### config.mk
export PLATFORM = sky130hd
export DESIGN_NAME = lla_csr
export DESIGN_NICKNAME = d
export VERILOG_FILES = /design/src/sv/lla_pkg.sv /design/src/sv/lla_csr.sv
export SDC_FILE = /design/constraint.sdc
export NUM_CORES = 1
export LEC_CHECK = 0
export BUFFER_PORTS_ARGS = -buffer_cell sky130_fd_sc_hd__buf_4
export CORE_ASPECT_RATIO = 1.4
export CORE_MARGIN = 8
export CORE_UTILIZATION = 36
export CTS_CLUSTER_DIAMETER = 100
export DETAILED_ROUTE_END_ITERATION = 10
export PLACE_DENSITY = 0.78
export SLEW_MARGIN = 20
export SYNTH_ARGS = -nofsm -noshare
export SYNTH_HDL_FRONTEND = slang
export SYNTH_SLANG_ARGS = --single-unit
### constraint.sdc
create_clock -name clock -period 0.8 [get_ports clock]
set_input_delay 0.04 -clock clock [delete_from_list [all_inputs] [get_ports clock]]
set_output_delay 0.04 -clock clock [all_outputs]
set_load 0.03 [all_outputs]
### src/sv/lla_pkg.sv
// Shared constants, types and codes of the life-like automaton step unit.
package lla_pkg;

   // grid geometry and neighborhood
   localparam int GRID_HEIGHT = 64;
   localparam int GRID_WIDTH  = 64;
   localparam int RADIUS      = 1;
   localparam int WIN_ROWS    = 2 * RADIUS + 1;
   localparam int LANE_W      = GRID_WIDTH + 2 * RADIUS;
   localparam int CELLS       = GRID_HEIGHT * GRID_WIDTH;
   localparam int NBR_MAX     = WIN_ROWS * WIN_ROWS - 1;

   localparam int ROW_AW  = $clog2(GRID_HEIGHT);
   localparam int COL_AW  = $clog2(GRID_WIDTH);
   localparam int FETCH_W = $clog2(GRID_HEIGHT + RADIUS + 1);
   localparam int CNT_W   = $clog2(NBR_MAX + 1);

   // word fields
   localparam int REQ_TYPE_W = 2;
   localparam int CELL_POS_W = 6;
   localparam int TOTAL_W    = 13;
   localparam int CFG_W      = 6;
   localparam int CMP_W      = (CNT_W > CFG_W) ? CNT_W : CFG_W;
   localparam logic [TOTAL_W-1:0] TOTAL_MAX = '1;

   // configuration port
   localparam int CSR_REGS = 4;
   localparam int CSR_AW   = $clog2(4 * CSR_REGS);
   localparam int CSR_DW   = 32;
   localparam int CSR_IW   = CSR_AW - 2;
   localparam logic [CSR_IW-1:0] CSR_SURVIVE_LOW  = 2'd0;
   localparam logic [CSR_IW-1:0] CSR_SURVIVE_HIGH = 2'd1;
   localparam logic [CSR_IW-1:0] CSR_BIRTH_LOW    = 2'd2;
   localparam logic [CSR_IW-1:0] CSR_BIRTH_HIGH   = 2'd3;

   // request codes
   localparam logic [REQ_TYPE_W-1:0] REQ_WRITE = 2'd0;
   localparam logic [REQ_TYPE_W-1:0] REQ_STEP  = 2'd1;
   localparam logic [REQ_TYPE_W-1:0] REQ_READ  = 2'd2;

   typedef logic [GRID_WIDTH-1:0] lla_row_type;

   typedef struct packed {
      logic [CFG_W-1:0] survive_low;
      logic [CFG_W-1:0] survive_high;
      logic [CFG_W-1:0] birth_low;
      logic [CFG_W-1:0] birth_high;
   } lla_rule_type;

   typedef struct packed {
      logic clear;      // zero the row window
      logic win_shift;  // move the window down one row
      logic load;       // copy the window into the column lanes
      logic shift;      // advance one column
   } lla_cell_ctl_type;

   typedef struct packed {
      logic              en;
      logic [ROW_AW-1:0] row;
   } lla_mem_rd_type;

   typedef struct packed {
      logic              en;
      logic [ROW_AW-1:0] row;
      lla_row_type       data;
   } lla_mem_wr_type;

   typedef enum logic [3:0] {
      ST_IDLE,
      ST_WRITE,
      ST_READ,
      ST_FETCH,
      ST_SHIFT,
      ST_LOAD,
      ST_SWEEP,
      ST_STORE,
      ST_RESP
   } lla_state_type;

endpackage

### src/sv/lla_csr.sv
// APB-style register block holding the survive and birth count ranges.
module lla_csr (
   input  logic                         clock,
   input  logic                         reset,
   input  logic                         csr_psel,
   input  logic                         csr_penable,
   input  logic                         csr_pwrite,
   input  logic [lla_pkg::CSR_AW-1:0]   csr_paddr,
   input  logic [lla_pkg::CSR_DW-1:0]   csr_pwdata,
   output logic [lla_pkg::CSR_DW-1:0]   csr_prdata,
   output logic                         csr_pready,
   output lla_pkg::lla_rule_type        rule
);
   import lla_pkg::*;

   lla_rule_type      rule_ff;
   lla_rule_type      rule_in;
   logic [CSR_IW-1:0] index;
   logic              wr_en;

   assign index      = csr_paddr[CSR_AW-1:2];
   assign wr_en      = csr_psel & csr_penable & csr_pwrite;
   assign csr_pready = 1'b1;
   assign rule       = rule_ff;

   always_comb begin
      rule_in = rule_ff;
      if (wr_en) begin
         unique case (index)
            CSR_SURVIVE_LOW:  rule_in.survive_low  = csr_pwdata[CFG_W-1:0];
            CSR_SURVIVE_HIGH: rule_in.survive_high = csr_pwdata[CFG_W-1:0];
            CSR_BIRTH_LOW:    rule_in.birth_low    = csr_pwdata[CFG_W-1:0];
            CSR_BIRTH_HIGH:   rule_in.birth_high   = csr_pwdata[CFG_W-1:0];
         endcase
      end
   end

   always_comb begin
      unique case (index)
         CSR_SURVIVE_LOW:  csr_prdata = CSR_DW'(rule_ff.survive_low);
         CSR_SURVIVE_HIGH: csr_prdata = CSR_DW'(rule_ff.survive_high);
         CSR_BIRTH_LOW:    csr_prdata = CSR_DW'(rule_ff.birth_low);
         CSR_BIRTH_HIGH:   csr_prdata = CSR_DW'(rule_ff.birth_high);
      endcase
   end

   always_ff @(posedge clock) begin
      if (reset) begin
         rule_ff.survive_low  <= CFG_W'(2);
         rule_ff.survive_high <= CFG_W'(3);
         rule_ff.birth_low    <= CFG_W'(3);
         rule_ff.birth_high   <= CFG_W'(3);
      end else begin
         rule_ff <= rule_in;
      end
   end
endmodule

==> flow_summary.toml <==
[placed_design]
dpl.hpwl_mm = 2.85
placement.io_buffers = 42
place_congestion = 0.720
placed_area_sq_um = 1860

[sta]
period_needed_ns = 1.31
setup_viol = 31
fmax_ghz = 0.765
hold_violations = 0
rsz0062_at_grt = "yes"
period_share_pct = 163
finalClockSkew_ns = 0
hold_ws_ns = 0.0387
slew_viol_final = 0
worst_slack_ns = -0.508

[floorplanning]
num_rows = 26
fp.coreArea_sq_um = 3610
die-width_microns = 67.6
ios = 98
fp.dieH_microns = 88.2
start_util_pct = 37.1
dieArea_sq_um = 5960

[cells_and_area]
layout.nets = 255
final_util_pct = 63.5
final_cell_area_sq_um = 2290
multi_input_area_sq_um = 774
drive_above_1_share_pct = 62.9
largest_reg_flops = 24
nFillCells = 277
diodes = 0
seq_area_sq_um = 526
syn_to_final_growth_pct = 71.2

[global_routing]
grt_max_degree = 32
grt_pass1_vias = 1228
grt_pass1_wl_mm = 5.80
overflow = 0
track_usage_pct = 12.7
antenna_found_initial = 0

[min_path]
min_path_type = "in -> reg"

[setup_path]
r2r_slack_ns = -0.16
crit_fanout = 2
end_kind = "output port"
slowest_stage = "mux4_2"
crit_arrival_ns = 1.27
critPathKind = "reg -> out"
critPathMaxStageDelay_ns = 0.49
critPathRequiredTime_ns = 0.76
worstPathCellList = "mux4_2, buf_6"
start_kind = "flop"

[status]
violations = "setup timing"
status = "finished, violations left"

[drt]
ant_nets = 0
first_pass_iters = 4
post_drt_wl_per_cell_microns = 16.2
vias_per_cell = 4.58
dr_total_vias = 1169
wl_mm = 4.13
post-route-drc-count = 0
drt_iter0_markers = 38

[synthesis]
synth_seq_cells = 24
syn_inst = 129
syn_area_sq_um = 1340
yosysSeqAreaShare_pct = 35.9
avgSynthCellArea_sq_um = 10.4
yosysUniqueCellTypes = 18
ys_warn_count = 0

[clock_network]
cts.sink_count = 24
clk_pin_slew_worst_paths_ns = 0.08
clk-insertion-delay-late_ns = 0.27
cts_buffers = 3
clock-root-buffer = "clkbuf_8"
cts-hold-fix-buffers = 0
max-clock-path-buffers = 2
htreeDepth = 1
cts_tree = "yes"

[flow_run]
max-cap-violations = 0

[pwr]
power.total_w = 0.00250
cellPowerDensity_nw_per_um2 = 1090
ir_drop_mv = 0.714
power.leakage_nw = 1.14
-- cell type report --
class                   count  share of cell area [%]
repair buffers             88                    39.1
multi-input cells          97                    33.8
flip-flops and latches     24                    22.9
well taps                  42                    2.29
clock buffers               3                    1.80
clock inverters             1                   0.164
-- cells in the mapped netlist (all sizes together) --
cell type	instances	share of area, %
nor2	10	2.8
conb	2	0.56
nand3	2	1.1
nand2b	22	10
nor3	1	0.37
nand3b	1	0.56
nand4	1	0.47
buf	29	16
or3	1	0.47
mux4	6	11
mux2i	24	18
and3	1	0.47
dfxtp	24	36
or2	1	0.47
clkbuf	4	1.2
-- power by group --
part / internal (W) / switching (W) / total, W
combinational: 0.000213 / 0.000350 / 0.000564
sequential: 0.00119 / 0.0000111 / 0.00120
clock: 0.000344 / 0.000388 / 0.000732
-- layer usage --
metal	track usage [%]	vias up	routed length [microns]
met3	3.20	12	375
met5	0	-	0
met2	22.9	58	2180
li1	-	547	-
met4	5.34	0	121
met1	13.2	552	1460
-- cells by family after synthesis --
kind of cell / after synthesis / share of synthesized area [%]
buf+inv: 33 / 17.5
flops: 24 / 35.9
simple gates: 40 / 17.0
other cells: 2 / 0.560
mux: 30 / 29.1
-- per-stage QoR --
stage                     instances  setup slack, ns  TNS [ns]
after floorplan                 154           -0.181     -1.09
after global placement          239           -0.218     -4.23
after detailed placement        239           -0.239     -4.73
after CTS                       246           -0.506     -5.20
after global routing            255           -0.531     -6.49
final                           255           -0.508     -5.49
-- what timing repair did --
action                     4_1_cts  5_1_grt
setup endpoints to repair       30       35
pin swaps                        1        0
setup buffers                    4       15
gates resized for setup         54       25
-- final timing paths --
check,start,end,cells after the start
setup / recovery,rule[1],csr_prdata[1],2
hold / removal,csr_pwdata[0],rule[18],3
setup reg to reg,rule[1],rule[1],5
hold reg to reg,rule[15],rule[15],3
-- layout by cell type (no fill, tap or decap) --
| cell | Yosys | routed |
|---|---|---|
| buf_6 | 0 | 63 |
| dfxtp_4 | 0 | 6 |
| nand3_1 | 1 | 1 |
| nor3_1 | 1 | 1 |
| nand2b_4 | 0 | 8 |
| clkbuf_8 | 0 | 3 |
| nand3_2 | 1 | 1 |
| nor2_1 | 10 | 7 |
| nand3b_1 | 1 | 1 |
| conb_1 | 2 | 27 |
| nor2_2 | 0 | 3 |
| nand4_1 | 1 | 1 |
| buf_4 | 29 | 25 |
| mux2i_1 | 24 | 24 |
| or3_1 | 1 | 1 |
| clkinv_1 | 0 | 1 |
| or2_4 | 0 | 1 |
| nand2b_1 | 22 | 14 |
| mux4_2 | 2 | 6 |
| and3_1 | 1 | 1 |
| dfxtp_2 | 0 | 18 |
-- critical path, delay by kind of cell (launching register included) --
kind	cells	cell delay, ns
flops	1	0.35
buf+inv	1	0.16
mux	1	0.49
Power figures use the tool's default switching activity.
