File: config.mk
export PLATFORM = sky130hd
export DESIGN_NAME = lla_cell_unit
export DESIGN_NICKNAME = d
export VERILOG_FILES = /design/src/sv/lla_pkg.sv /design/src/sv/lla_cell_unit.sv
export SDC_FILE = /design/constraint.sdc
export NUM_CORES = 1
export LEC_CHECK = 0
export BUFFER_PORTS_ARGS = -buffer_cell sky130_fd_sc_hd__clkbuf_2
export CORE_ASPECT_RATIO = 1.75
export CORE_MARGIN = 4
export CORE_UTILIZATION = 64
export DETAILED_ROUTE_END_ITERATION = 10
export PLACE_DENSITY_LB_ADDON = 0.05
export SYNTH_ARGS = -nofsm -noshare
export SYNTH_HDL_FRONTEND = slang
export SYNTH_SLANG_ARGS = --single-unit
File: constraint.sdc
create_clock -name clock -period 10.6 [get_ports clock]
set_input_delay 2.65 -clock clock [delete_from_list [all_inputs] [get_ports clock]]
set_output_delay 2.65 -clock clock [all_outputs]
set_load 0.01 [all_outputs]
File: src/sv/lla_pkg.sv
// Shared constants, types and codes of the life-like automaton step unit.
package lla_pkg;

   // grid geometry and neighborhood
   localparam int GRID_HEIGHT = 64;
   localparam int GRID_WIDTH  = 64;
   localparam int RADIUS      = 1;
   localparam int WIN_ROWS    = 2 * RADIUS + 1;
   localparam int LANE_W      = GRID_WIDTH + 2 * RADIUS;
   localparam int CELLS       = GRID_HEIGHT * GRID_WIDTH;
   localparam int NBR_MAX     = WIN_ROWS * WIN_ROWS - 1;

   localparam int ROW_AW  = $clog2(GRID_HEIGHT);
   localparam int COL_AW  = $clog2(GRID_WIDTH);
   localparam int FETCH_W = $clog2(GRID_HEIGHT + RADIUS + 1);
   localparam int CNT_W   = $clog2(NBR_MAX + 1);

   // word fields
   localparam int REQ_TYPE_W = 2;
   localparam int CELL_POS_W = 6;
   localparam int TOTAL_W    = 13;
   localparam int CFG_W      = 6;
   localparam int CMP_W      = (CNT_W > CFG_W) ? CNT_W : CFG_W;
   localparam logic [TOTAL_W-1:0] TOTAL_MAX = '1;

   // configuration port
   localparam int CSR_REGS = 4;
   localparam int CSR_AW   = $clog2(4 * CSR_REGS);
   localparam int CSR_DW   = 32;
   localparam int CSR_IW   = CSR_AW - 2;
   localparam logic [CSR_IW-1:0] CSR_SURVIVE_LOW  = 2'd0;
   localparam logic [CSR_IW-1:0] CSR_SURVIVE_HIGH = 2'd1;
   localparam logic [CSR_IW-1:0] CSR_BIRTH_LOW    = 2'd2;
   localparam logic [CSR_IW-1:0] CSR_BIRTH_HIGH   = 2'd3;

   // request codes
   localparam logic [REQ_TYPE_W-1:0] REQ_WRITE = 2'd0;
   localparam logic [REQ_TYPE_W-1:0] REQ_STEP  = 2'd1;
   localparam logic [REQ_TYPE_W-1:0] REQ_READ  = 2'd2;

   typedef logic [GRID_WIDTH-1:0] lla_row_type;

   typedef struct packed {
      logic [CFG_W-1:0] survive_low;
      logic [CFG_W-1:0] survive_high;
      logic [CFG_W-1:0] birth_low;
      logic [CFG_W-1:0] birth_high;
   } lla_rule_type;

   typedef struct packed {
      logic clear;      // zero the row window
      logic win_shift;  // move the window down one row
      logic load;       // copy the window into the column lanes
      logic shift;      // advance one column
   } lla_cell_ctl_type;

   typedef struct packed {
      logic              en;
      logic [ROW_AW-1:0] row;
   } lla_mem_rd_type;

   typedef struct packed {
      logic              en;
      logic [ROW_AW-1:0] row;
      lla_row_type       data;
   } lla_mem_wr_type;

   typedef enum logic [3:0] {
      ST_IDLE,
      ST_WRITE,
      ST_READ,
      ST_FETCH,
      ST_SHIFT,
      ST_LOAD,
      ST_SWEEP,
      ST_STORE,
      ST_RESP
   } lla_state_type;

endpackage

File: src/sv/lla_cell_unit.sv
// Shared cell unit: row window, column lanes, neighbor count and rule check.
module lla_cell_unit (
   input  logic                      clock,
   input  lla_pkg::lla_cell_ctl_type ctl,
   input  lla_pkg::lla_row_type      row_in,
   input  lla_pkg::lla_rule_type     rule,
   output logic                      next_bit,
   output lla_pkg::lla_row_type      next_row
);
   import lla_pkg::*;

   lla_row_type        win_ff  [WIN_ROWS];
   logic [LANE_W-1:0]  lane_ff [WIN_ROWS];
   lla_row_type        next_row_ff;
   logic [CNT_W-1:0]   nbr;
   logic [CMP_W-1:0]   nbr_ext;
   logic               center;
   logic               survive;
   logic               birth;

   // taps 0..2R of each lane are the columns c-R..c+R of the current cell
   always_comb begin
      nbr = '0;
      for (int k = 0; k < WIN_ROWS; k++) begin
         for (int j = 0; j < WIN_ROWS; j++) begin
            if (!(k == RADIUS && j == RADIUS)) begin
               nbr = nbr + CNT_W'(lane_ff[k][j]);
            end
         end
      end
   end

   assign center   = lane_ff[RADIUS][RADIUS];
   assign nbr_ext  = CMP_W'(nbr);
   assign survive  = (nbr_ext >= CMP_W'(rule.survive_low)) &&
                     (nbr_ext <= CMP_W'(rule.survive_high));
   assign birth    = (nbr_ext >= CMP_W'(rule.birth_low)) &&
                     (nbr_ext <= CMP_W'(rule.birth_high));
   assign next_bit = center ? survive : birth;
   assign next_row = next_row_ff;

   always_ff @(posedge clock) begin
      if (ctl.clear) begin
         for (int k = 0; k < WIN_ROWS; k++) begin
            win_ff[k] <= '0;
         end
      end else if (ctl.win_shift) begin
         for (int k = 0; k < WIN_ROWS - 1; k++) begin
            win_ff[k] <= win_ff[k + 1];
         end
         win_ff[WIN_ROWS-1] <= row_in;
      end

      if (ctl.load) begin
         // pad with dead cells on both sides
         for (int k = 0; k < WIN_ROWS; k++) begin
            lane_ff[k] <= {{RADIUS{1'b0}}, win_ff[k], {RADIUS{1'b0}}};
         end
      end else if (ctl.shift) begin
         for (int k = 0; k < WIN_ROWS; k++) begin
            lane_ff[k] <= lane_ff[k] >> 1;
         end
      end

      if (ctl.shift) begin
         next_row_ff <= {next_bit, next_row_ff[GRID_WIDTH-1:1]};
      end
   end
endmodule

==> results of run 1 <==
state kept, by name, indices dropped and copies added, names as in the netlist:
signal / count
lane_ff: 195
next_row: 64
win_ff: 192
through the flow:
step                power [mW]  area [um^2]
finish                    4.01        20800
global route              4.19        20800
CTS                       4.07        20800
detailed placement        2.57        19400
global placement          2.55        19400
floorplan                 2.47        18400
power by group:
part	switching [mW]	leakage (nW)	internal [mW]	total, mW
combinational	0.155	2.92	0.175	0.330
clock	0.608	0.647	0.878	1.49
sequential	0.0549	4.83	2.14	2.20
total	0.818	8.39	3.19	4.01
layout make-up:
cell class | count | area (um^2)
flip-flops and latches | 451 | 13500
fillers | 1769 | 7420
multi-input cells | 440 | 4440
clock buffers | 47 | 1050
repair buffers | 169 | 876
well taps | 373 | 467
clock inverters | 22 | 290
inverters | 24 | 90.1
diodes | 2 | 5.00
path summary, 6_finish.rpt:
check | start | endpoint
setup / recovery | lane_ff[0][1] | next_bit
hold / removal | next_row[19] | next_row[18]
setup reg to reg | lane_ff[0][1] | next_row[63]
hold reg to reg | next_row[19] | next_row[18]
routing by layer:
metal  track usage [%]  vias to the layer above  wire (um)
li1                  -                     3875          -
met1              24.4                     4047      11300
met2              29.3                      161      13900
met3              2.75                       49       1040
met4              6.37                        0        795
met5                 0                        -          0
synthesized netlist by cell type (2+ instances only):
| master | instances |
|---|---|
| a2111oi_0 | 2 |
| a21oi_1 | 5 |
| and2_1 | 195 |
| and4_1 | 2 |
| buf_2 | 6 |
| buf_6 | 7 |
| buf_8 | 11 |
| clkbuf_1 | 19 |
| edfxtp_1 | 451 |
| fa_1 | 4 |
| ha_1 | 19 |
| inv_1 | 24 |
| mux2_2 | 45 |
| mux2_4 | 144 |
| nor2b_1 | 8 |
| nor3b_1 | 2 |
| o211ai_1 | 3 |
| o21ai_0 | 3 |
| or2_2 | 2 |
placed cells by master, fill, tap and decap left out, types with 2 or more instances in the layout:
cell type,count
edfxtp_1,451
and2_1,195
clkbuf_2,157
mux2_4,144
mux2_2,45
clkbuf_16,41
inv_1,24
ha_1,19
buf_4,12
nor2b_1,7
bufinv_16,7
clkinv_2,6
clkbuf_1,6
a21oi_1,5
clkinv_1,5
fa_1,4
o21ai_0,3
o211ai_1,3
clkinvlp_4,3
diode_2,2
nor2b_4,2
and4_1,2
a2111oi_0,2
nor3b_1,2
or2_4,2
logic make-up (layout without fill, tap and decap cells):
| logic type | after synthesis | in the layout | share of synthesized area (%) |
|---|---|---|---|
| flops | 451 | 451 | 73.6 |
| compound gates | 14 | 14 | 0.483 |
| fa+ha+maj | 23 | 23 | 1.73 |
| simple gates | 213 | 213 | 7.29 |
| mux | 189 | 189 | 14.5 |
| buf+inv | 67 | 262 | 2.37 |
| xor+xnor | 1 | 1 | 0.0476 |
| other cells | 0 | 2 | 0 |
==> out/metrics.yaml, run 1 <==
logic_synthesis:
  synthesis.area_mm2: 0.0184
  synth_area_leader_cell: "edfxtp_1"
  ys.flop_type: "edfxtp_1"
  ys_seq_area_share_pct: 73.6
  async_flop_share_pct: 0
  synth_area_per_cell_um2: 19.2
  synth_warnings: 0
  ys_ff_latch: 451
  syn_nets: 1074
  yosysTopAreaCellShare_pct: 73.6
  yosysUniqueCellTypes: 25
  netlist_instances: 958
  ys_top_cells_by_area: "edfxtp_1, mux2_4, and2_1"
  synth-edff-count: 451
floorplanning:
  die_h_um: 232
  rows: 81
  io_pins: 158
  die_area_mm2: 0.0316
  initial_core_util_pct: 65.3
  coreArea_mm2: 0.0282
  die_w_um: 136
cells_and_area:
  final_core_utilization_pct: 73.7
  syn2layout_area_growth_pct: 12.8
  drive_above_1_share_pct: 36.4
  fin_nets: 1242
  fin_cells: 1528
drt:
  wl_per_cell_um: 17.7
  drt-initial-drc-count: 448
  dr.pass1.iters: 4
  drcViolationCount: 0
  viasPerCell: 5.32
  vias: 8132
  drtAntennaViolNets: 0
  finalWirelength_um: 27100
timing:
  whs_ns: 0.453
  hold_viol: 0
  setup_viol: 0
  period_share_pct: 69.2
  finalWorstSetupSlack_ns: 3.27
  timing.fmax_mhz: 136
  tightest_slew_ns: 1.12
  rsz0062_at_grt: "false"
  finClkSkew_ns: 0.0114
  slew_violations: 0
  slew_headroom_pct: 25.3
  setup_tns_ns: 0
  finalWorstPathRequiredPeriod_ns: 7.33
pwr:
  powerDensity_mw_per_mm2: 193
  peakVddDrop_mv: 0.152
  p_leak_nw: 8.39
clock_network:
  cts_hold_buf: 0
  clockBufferDepth: 3
  tritoncts: "done"
  cts_root_buf: "clkbuf_16"
  numCtsBuffers: 40
  clk_pin_slew_ns: 0.06
  clock-sinks: 451
  cts_resized: 0
  postCtsSetupBuffers: 0
  insertion_delay_ns: 0.53
  htree_levels: 2
global_routing:
  grt_max_degree: 118
  grt_usage_pct: 17.8
  antenna_found_initial: 2
  grt_pass1_vias: 8411
  grt_first_pass_wirelength_um: 44300
  grt-ovfl-total: 0
place:
  dpl.hpwl_um: 15700
  place_inst: 1457
  dp_worst_setup_slack_ns: 3.81
  io_buffers: 157
  finalWeightedCongestion: 0.756
outcome:
  status: "finished, final reports clean"
worst_setup_path:
  slowest_stage: "fa_1"
  required_ns: 7.95
  worstSetupPathType: "reg2out"
  rr_worst_depth: 12
  critPathMostFrequentCell: "fa_1"
  cp_num_buf_inv: 3
  start_kind: "register"
  r2r_setup_slack_ns: 6.33
  cp_max_fo: 4
  path_cells: "inv_1 -> fa_1 -> fa_1 -> fa_1 -> inv_1 -> ha_1 -> fa_1 -> ha_1 -> nor2b_1 -> o211ai_1 -> a2111oi_0 -> o32ai_1 -> clkbuf_2"
  end_kind: "output port"
  path_depth: 13
  critPathTopFamily: "adder cells"
  max_stage_delay_ns: 0.56
  cp.arrival_ns: 4.68
run:
  maxCapViolations: 0
min_path:
  min_path_cells: 0
  hp-class: "reg2reg"
Power figures use the tool's default switching activity.
==> run 2: changes to the inputs <==
CORE_UTILIZATION = 54   (was 64)
clock period = 6.1 ns   (was 10.6 ns; I/O delays follow)
==> run 2 against run 1 <==
  * Die area grew 18%
  * Sequential power up 74%
  * Register-to-register slack lost 4.3 ns
  * Largest cell class unchanged
  * Via count increased by 1.3%
  * Combinational power grew 86%
  * Final cell count up 5.4%
  * Largest power group unchanged
  * Global-route usage down 2.7 points
  * Cell area grew 1.0%
  * Clock power rose by 77%
  * Highest routed layer unchanged
==> out/metrics.yaml, run 2 (synthesis results as in run 1) <==
global_routing:
  grt-ovfl-total: 0
  grtUsageMet1_pct: 20.0
  gr-usage-met2_pct: 25.1
  busiest_layer: "met2"
  grt_max_degree: 193
  antenna_found_initial: 0
  grt_usage_pct: 15.1
  grtUsageMet3_pct: 2.67
  grt_pass1_vias: 8708
  grt_first_pass_wirelength_um: 45400
drt:
  drt-initial-drc-count: 469
  vias: 8234
  finalWirelength_um: 28000
  drtAntennaViolNets: 0
  viasPerCell: 5.11
  drcViolationCount: 0
  wl_per_cell_um: 17.4
  dr.pass1.iters: 4
pwr:
  combPwrFrac_pct: 8.7
  p_leak_nw: 8.43
  intPower_mw: 5.60
  peakVddDrop_mv: 0.225
  net-switching-power_mw: 1.46
  p_clk_share_pct: 37.2
  p_total_mw: 7.06
  powerDensity_mw_per_mm2: 337
  p_sw_share_pct: 20.7
  seq_power_share_pct: 54.1
timing:
  tightest_slew_ns: 0.962
  setup_tns_ns: 0
  timing.fmax_mhz: 170
  setup_viol: 0
  period_share_pct: 96.7
  finClkSkew_ns: 0.0206
  rsz0062_at_grt: "false"
  slew_violations: 0
  finalWorstSetupSlack_ns: 0.204
  whs_ns: 0.450
  hold_viol: 0
  finalWorstPathRequiredPeriod_ns: 5.90
  slew_headroom_pct: 35.9
place:
  finalWeightedCongestion: 0.745
  dp_worst_setup_slack_ns: 0.359
  dpl.hpwl_um: 14900
  io_buffers: 157
floorplanning:
  die_h_um: 252
  initial_core_util_pct: 54.5
  coreArea_mm2: 0.0337
  die_w_um: 148
  rows: 89
  die_area_mm2: 0.0372
  io_pins: 158
worst_setup_path:
  start_kind: "register"
  worstSetupPathType: "reg2out"
  cp_max_fo: 3
  required_ns: 4.58
  cp.arrival_ns: 4.37
  end_kind: "output port"
clock_network:
  cts_root_buf: "clkbuf_16"
  clockBufferDepth: 3
  htree_levels: 2
  insertion_delay_ns: 0.54
  numCtsBuffers: 41
  tritoncts: "done"
  clk_pin_slew_ns: 0.06
  clock-sinks: 451
outcome:
  status: "finished, final reports clean"
cells_and_area:
  syn2layout_area_growth_pct: 13.9
  largest_reg_flops: 195
  top_register: "lane_ff"
  n_antenna_cell: 0
  mostFrequentLayoutCells: "edfxtp_1, and2_1, clkbuf_2"
  fin_nets: 1241
  drive_above_1_share_pct: 36.7
  final_common_cell: "edfxtp_1"
run:
  maxCapViolations: 0
min_path:
  hp-class: "reg2reg"
## run 2: cell count changes in the layout (fill, tap and decap cells not counted), moves of 2 or more
cell | before | now
diode_2 | 2 | 0
buf_4 | 12 | 5
clkbuf_16 | 41 | 43
clkinvlp_4 | 3 | 0
a2111oi_0 | 2 | 0
buf_12 | 0 | 5
clkinv_1 | 5 | 3
a2111oi_2 | 0 | 2
ha_1 | 19 | 17
clkbuf_1 | 6 | 14
## run 2: worst paths after layout
path         slack [ns]           from            to  depth (start not counted)
min reg2reg        0.45   next_row[11]  next_row[10]                          0
max                0.20  lane_ff[0][1]      next_bit                         13
min                0.45   next_row[11]  next_row[10]                          0
max reg2reg        2.03  lane_ff[0][1]  next_row[63]                         13
## run 2: timing repair
action | in CTS | in global routing
setup buffers | 1 | 1
endpoints found under the setup margin | 1 | 1
pin swaps | 5 | 9
resized for setup | 7 | 4
hold buffers | 0 | 0
## run 2: final cells by class
type                    instances  area [um^2]
flip-flops and latches        451        13500
inverters                      24         90.1
multi-input cells             440         4490
well taps                     455          569
clock buffers                  57         1130
clock inverters                16          230
fillers                      2515        12800
repair buffers                167          923
## run 2: through the flow
| stage | instances | instance area [um^2] | util (%) |
|---|---|---|---|
| after global routing | 1610 | 21000 | 62.2 |
| after floorplan | 958 | 18400 | - |
| after CTS | 1609 | 20900 | 62.1 |
| after detailed placement | 1535 | 19600 | 57.9 |
| final | 1610 | 21000 | 62.2 |
| after global placement | 1535 | 19600 | 57.9 |
## run 2: power by group through the flow
stage / Sequential, mW / Combinational [mW] / Clock (mW)
after CTS: 3.82 / 0.612 / 2.71
after detailed placement: 3.88 / 0.589 / 0
final: 3.82 / 0.615 / 2.63
after global placement: 3.88 / 0.562 / 0
after floorplan: 3.86 / 0.424 / 0
after global routing: 3.84 / 0.680 / 2.84
## run 2: layer usage
layer,up-vias,routed length (um)
li1,3882,-
met1,4112,12200
met2,169,13600
met3,71,1220
met4,0,969
met5,-,0
## run 2: critical path, cell delays in order, from the launching register on
cell,delay [ns]
edfxtp_1,0.38
inv_1,0.08
fa_1,0.43
fa_1,0.53
fa_1,0.41
inv_1,0.07
ha_2,0.18
fa_2,0.48
ha_1,0.32
nor2b_1,0.13
o211ai_1,0.10
a2111oi_2,0.39
o32ai_2,0.15
buf_2,0.17
